## src/rtl/core/sdf_band_nearest_face_search_assert.svh

```systemverilog
// Assertion helpers for the block's controller.
// Each expects clk and arst_n in scope.
`ifndef SDF_BAND_NEAREST_FACE_SEARCH_ASSERT_SVH
`define SDF_BAND_NEAREST_FACE_SEARCH_ASSERT_SVH

// Consequent must hold in the same cycle as the antecedent
`define SBNF_ASSERT_NOW(lbl, ante, cons, msg) \
	lbl: assert property (@(posedge clk) disable iff (!arst_n) (ante) |-> (cons)) \
		else $error(msg);

// Consequent must hold in the cycle after the antecedent
`define SBNF_ASSERT_NEXT(lbl, ante, cons, msg) \
	lbl: assert property (@(posedge clk) disable iff (!arst_n) (ante) |=> (cons)) \
		else $error(msg);

`endif

```

## src/rtl/core/sbnf_pkg.sv

```systemverilog
`timescale 1ns / 1ps
package sbnf_pkg;

	// Face store size
	localparam int MAX_FACES = 1024;
	localparam int ADDR_W    = (MAX_FACES > 1) ? $clog2(MAX_FACES) : 1;
	localparam int CNT_W     = $clog2(MAX_FACES + 1);

	// Field widths
	localparam int COORD_W = 24;
	localparam int GID_W   = 24;
	localparam int VOX_W   = 8;
	localparam int SDF_W   = 16;
	localparam int SCALE_W = 16;
	localparam int BAND_W  = 31;
	localparam int CLS_W   = 2;

	// Datapath widths
	localparam int PHYS_W = SDF_W + SCALE_W + 1;
	localparam int P_W    = COORD_W + 1;
	localparam int DIFF_W = COORD_W + 2;
	localparam int MAG_W  = DIFF_W - 1;
	localparam int SQ_W   = 2 * MAG_W;
	localparam int D2_W   = SQ_W + 2;

	// Request kinds
	localparam logic REQ_FACE  = 1'b0;
	localparam logic REQ_QUERY = 1'b1;

	// Voxel classes
	localparam logic [CLS_W-1:0] CLS_INSIDE  = 2'd0;
	localparam logic [CLS_W-1:0] CLS_OUTSIDE = 2'd1;
	localparam logic [CLS_W-1:0] CLS_FACE    = 2'd2;
	localparam logic [CLS_W-1:0] CLS_NOFACE  = 2'd3;

	// Register map
	localparam int REG_IDX_W = 3;
	localparam int REG_DAT_W = 32;
	localparam logic [REG_IDX_W-1:0] REG_ORIGIN_X = 3'd0;
	localparam logic [REG_IDX_W-1:0] REG_ORIGIN_Y = 3'd1;
	localparam logic [REG_IDX_W-1:0] REG_ORIGIN_Z = 3'd2;
	localparam logic [REG_IDX_W-1:0] REG_SCALE    = 3'd3;
	localparam logic [REG_IDX_W-1:0] REG_BAND     = 3'd4;

	typedef struct packed {
		logic [COORD_W-1:0] origin_x;
		logic [COORD_W-1:0] origin_y;
		logic [COORD_W-1:0] origin_z;
		logic [SCALE_W-1:0] sdf_scale;
		logic [BAND_W-1:0]  band_half_width;
	} cfg_t;

	// Controller to datapath
	typedef struct packed {
		logic load_face;
		logic capture;
		logic classify;
		logic issue;
		logic finish;
	} dp_cmd_t;

	// Datapath to controller
	typedef struct packed {
		logic interior;
		logic outside;
		logic empty;
		logic last_issue;
		logic pipe_busy;
	} dp_stat_t;

endpackage

```

## src/rtl/core/sbnf_ctrl.sv

```systemverilog
`timescale 1ns / 1ps
module sbnf_ctrl import sbnf_pkg::*; (
	input  logic     clk,
	input  logic     arst_n,
	input  logic     in_valid,
	input  logic     in_req_type,
	output logic     in_ready,
	input  logic     out_busy,
	input  dp_stat_t stat,
	output dp_cmd_t  cmd
);

	localparam logic [2:0] ST_IDLE  = 3'd0;
	localparam logic [2:0] ST_CLASS = 3'd1;
	localparam logic [2:0] ST_SCAN  = 3'd2;
	localparam logic [2:0] ST_DRAIN = 3'd3;
	localparam logic [2:0] ST_DONE  = 3'd4;

	logic [2:0] state_q;
	logic [2:0] state_nxt;
	logic       accept;

	assign in_ready = (state_q == ST_IDLE);
	assign accept   = in_valid && in_ready;

	// Commands
	always_comb begin
		cmd.load_face = accept && (in_req_type == REQ_FACE);
		cmd.capture   = accept && (in_req_type == REQ_QUERY);
		cmd.classify  = (state_q == ST_CLASS);
		cmd.issue     = (state_q == ST_SCAN);
		cmd.finish    = (state_q == ST_DONE) && !out_busy;
	end

	// Next state
	always_comb begin
		state_nxt = state_q;
		case (state_q)
			ST_IDLE: begin
				if (cmd.capture) state_nxt = ST_CLASS;
			end
			ST_CLASS: begin
				if (stat.interior || stat.outside || stat.empty) state_nxt = ST_DONE;
				else state_nxt = ST_SCAN;
			end
			ST_SCAN: begin
				if (stat.last_issue) state_nxt = ST_DRAIN;
			end
			ST_DRAIN: begin
				if (!stat.pipe_busy) state_nxt = ST_DONE;
			end
			ST_DONE: begin
				if (!out_busy) state_nxt = ST_IDLE;
			end
			default: state_nxt = ST_IDLE;
		endcase
	end

	always_ff @(posedge clk or negedge arst_n) begin
		if (!arst_n) state_q <= ST_IDLE;
		else state_q <= state_nxt;
	end

`include "sdf_band_nearest_face_search_assert.svh"

	`SBNF_ASSERT_NEXT(a_query_to_class, cmd.capture, state_q == ST_CLASS, "query not classified")
	`SBNF_ASSERT_NOW(a_issue_nonempty, cmd.issue, !stat.empty, "scan of an empty face list")
	`SBNF_ASSERT_NEXT(a_drain_done, (state_q == ST_DRAIN) && !stat.pipe_busy, state_q == ST_DONE, "drain did not finish")
	`SBNF_ASSERT_NEXT(a_done_holds, (state_q == ST_DONE) && out_busy, state_q == ST_DONE, "result lost while output stalled")

endmodule

```

## config.mk

```make
export PLATFORM = sky130hd
export DESIGN_NAME = sbnf_ctrl
export DESIGN_NICKNAME = d
export VERILOG_FILES = /design/src/rtl/core/sbnf_pkg.sv /design/src/rtl/core/sbnf_ctrl.sv
export VERILOG_INCLUDE_DIRS = /design/src /design/src/rtl/core
export SDC_FILE = /design/constraint.sdc
export NUM_CORES = 1
export LEC_CHECK = 0
export ABC_AREA = 1
export BUFFER_PORTS_ARGS = -buffer_cell sky130_fd_sc_hd__clkbuf_2
export CORE_AREA = 2 2 39 41
export CTS_CLUSTER_SIZE = 24
export DETAILED_ROUTE_END_ITERATION = 7
export DIE_AREA = 0 0 41 43
export HOLD_SLACK_MARGIN = 0.15
export PLACE_DENSITY = 0.45
export SYNTH_ARGS = -nofsm -noshare
export SYNTH_HDL_FRONTEND = slang
export SYNTH_SLANG_ARGS = --single-unit
```

## constraint.sdc

```tcl
create_clock -name clk -period 1.4 [get_ports clk]
set_input_delay 0.14 -clock clk [delete_from_list [all_inputs] [get_ports clk]]
set_output_delay 0.14 -clock clk [all_outputs]
set_load 0.1 [all_outputs]
```

==> summary.md <==
| Metric | Value |
|---|---|
| Status | `finished, violations left` |
| Failing checks | `setup timing` |
| Fin crit share | `100%` |
| Row count | `14` |
| Largest net degree at the start of global routing | `6` |
| Mapped Area | `238 um^2` |
| Via density | `4.24` |
| Via count | `331` |
| Crit path arrival time | `1.26 ns` |
| First-pass GRT wire length | `1.20 mm` |
| Sequential cell area | `78.8 um^2` |
| Yosys reg bits | `3` |
| Gp weighted congestion | `0.719` |
| Distinct cells, synth | `14` |
| TritonCTS Buffers | `3` |
| Clock slew seen by the registers of the worst setup and hold paths | `0.04 ns` |
| Core area | `1380 um^2` |
| Net count after synthesis | `48` |
| Tightest Pin Transition | `0.256 ns` |
| Clock root cell | `clkbuf_4` |
| Drt drc | `0` |
| Total die area | `1760 um^2` |
| Multi-input logic area | `180 um^2` |
| Adder-Cell Fraction of Synth Area | `0%` |
| Tot GR Track Use | `10.1%` |
| Maximum clock insertion buffer count | `2` |
| Die width | `41 um` |
| Hold Crit Class | `input pin to register` |
| TritonCTS Sinks | `3` |
| Drt pass-1 iters | `4` |
| I/O pin total | `16` |
| Final HPWL DP | `539 um` |
| Avg WL per Cell | `8.40 um` |
| Critical path class | `register to primary output` |
| Die Y-Extent | `43 um` |
| # fillers | `138` |
| Max-slew violation count | `0` |
| Largest family of logic cells by synthesized area | `simple AND/OR/NAND/NOR gates` |
| Multiplexer share of the synthesized area | `0%` |
| Starting Density | `17.2%` |
| RSZ-0062 raised after global routing | `yes` |
| Crit path capture type | `primary output` |
| Layout Utilization | `38.8%` |
| Final Non-Filler Cells | `78` |
| Final Routed Wirelength | `655 um` |
| Worst path required time | `1.26 ns` |
| Placed cells | `70` |
| Simple-Gate Fraction of Synth Area | `45.8%` |
| H-tree levels | `1` |
| CP max FO | `4` |
| Final Net Count | `73` |
| Avg Inst Size Synth | `6.26 um^2` |
| XOR/XNOR Fraction of Synth Area | `0%` |
| Number of flip-flops under the largest register name | `3` |
| Top Registers | `state_q (3)` |
| # Max-Cap Violations | `0` |
| Post-layout minimum cycle time | `1.40 ns` |
| Area Growth Syn to Fin | `126%` |
| Post-synthesis compound-gate area fraction | `11.6%` |
| Most flop-heavy register | `state_q` |
| Synth Warn # | `0` |
| # setup viols final | `2` |
| Initial drt markers | `8` |
| Fin. Hold Viols | `0` |
| Setup crit start kind | `register` |
| Fmax | `712 MHz` |
| Setup TNS | `-0.00663 ns` |
| Share of layout cells above drive strength 1 | `59.7%` |
| Post-route antenna net violation count | `0` |
| PortBufs | `15` |
| Antenna cells | `0` |
| Clock Latency Late Sink | `0.23 ns` |
| Initial antenna violation count | `0` |
| Sequential area share after synthesis | `31.6%` |
| Final Skew | `0.00130 ns` |
| Total grt overflow | `0` |
| Syn Inst Count | `38` |
| FF-to-FF setup slack | `0.24 ns` |
| CTS tree | `yes` |
| Rel. slew slack | `82.8%` |
| Dpl ws | `0.169 ns` |
| Vias in the first global route | `312` |
| Final setup margin | `-0.00371 ns` |
[logic make-up after synthesis]
| family | count (synthesis) |
|---|---|
| AND/OR/NAND/NOR | 24 |
| AO/OA/AOI/OAI | 4 |
| flip-flops | 3 |
| buffers and inverters | 7 |
[through the flow]
| step | instance area (um^2) | hold WS, ns |
|---|---|---|
| after floorplan | 278 | -0.156 |
| after global placement | 470 | -0.0585 |
| after detailed placement | 470 | -0.0548 |
| after CTS | 523 | 0.221 |
| after global routing | 537 | 0.250 |
| final | 537 | 0.220 |
[cell usage in the layout (no fill, tap or decap), types with 2 or more instances in the layout]
master / count
inv_2: 3
inv_1: 4
buf_4: 4
clkbuf_4: 3
nand2_1: 6
nor2_2: 2
nor2_4: 2
dfrtp_2: 3
nand3_1: 4
nand2_2: 2
clkbuf_2: 9
buf_12: 6
nor2_1: 5
[cell type report]
type	instances	share of cell area (%)
repair buffers	20	38.2
clock buffers	4	4.90
multi-input cells	28	33.6
well taps	16	3.73
flip-flops and latches	3	14.7
inverters	7	4.90
[worst paths after layout]
kind                       startpoint    endpoint  cells after the start
min in group asynchronous      arst_n  state_q[0]                      2
setup / recovery           state_q[2]      cmd[4]                      4
hold reg to reg            state_q[2]  state_q[0]                      3
max in group asynchronous      arst_n  state_q[1]                      2
setup reg to reg           state_q[1]  state_q[0]                      7
hold / removal                stat[0]  state_q[0]                      3
[cells in the mapped netlist, drive strengths merged]
cell | count | area (um^2)
o21bai | 1 | 7.51
nor3 | 1 | 10.0
nand2 | 8 | 30.0
a31oi | 1 | 6.26
nor4 | 1 | 6.26
nand4 | 1 | 6.26
o21ai | 2 | 13.8
nor2 | 9 | 36.3
nand3 | 4 | 20.0
inv | 7 | 26.3
dfrtp | 3 | 75.1
[critical path, cell delays in order (launching register included)]
cell and delay (ns):
dfrtp_2 0.44, nor3_4 0.19, nand2_2 0.11, nor2_4 0.11, buf_12 0.18
[per-layer routing]
metal | vias up | share of wire (%) | global-route usage [%]
li1 | 170 | - | -
met5 | - | 0 | 0
met4 | 0 | 0.92 | 8.00
met1 | 143 | 41 | 12.6
met2 | 16 | 50 | 14.4
met3 | 2 | 7.8 | 1.57
[timing repair]
action	in CTS	in global routing
endpoints found under the setup margin	4	6
gates resized for setup	1	5
hold buffers	1	0
endpoints found under the hold margin	3	0
setup buffers	2	1
pin swaps	3	2
Power is not shown: default switching activity piles up to over one toggle a cycle in this logic, so the estimate is an artifact.
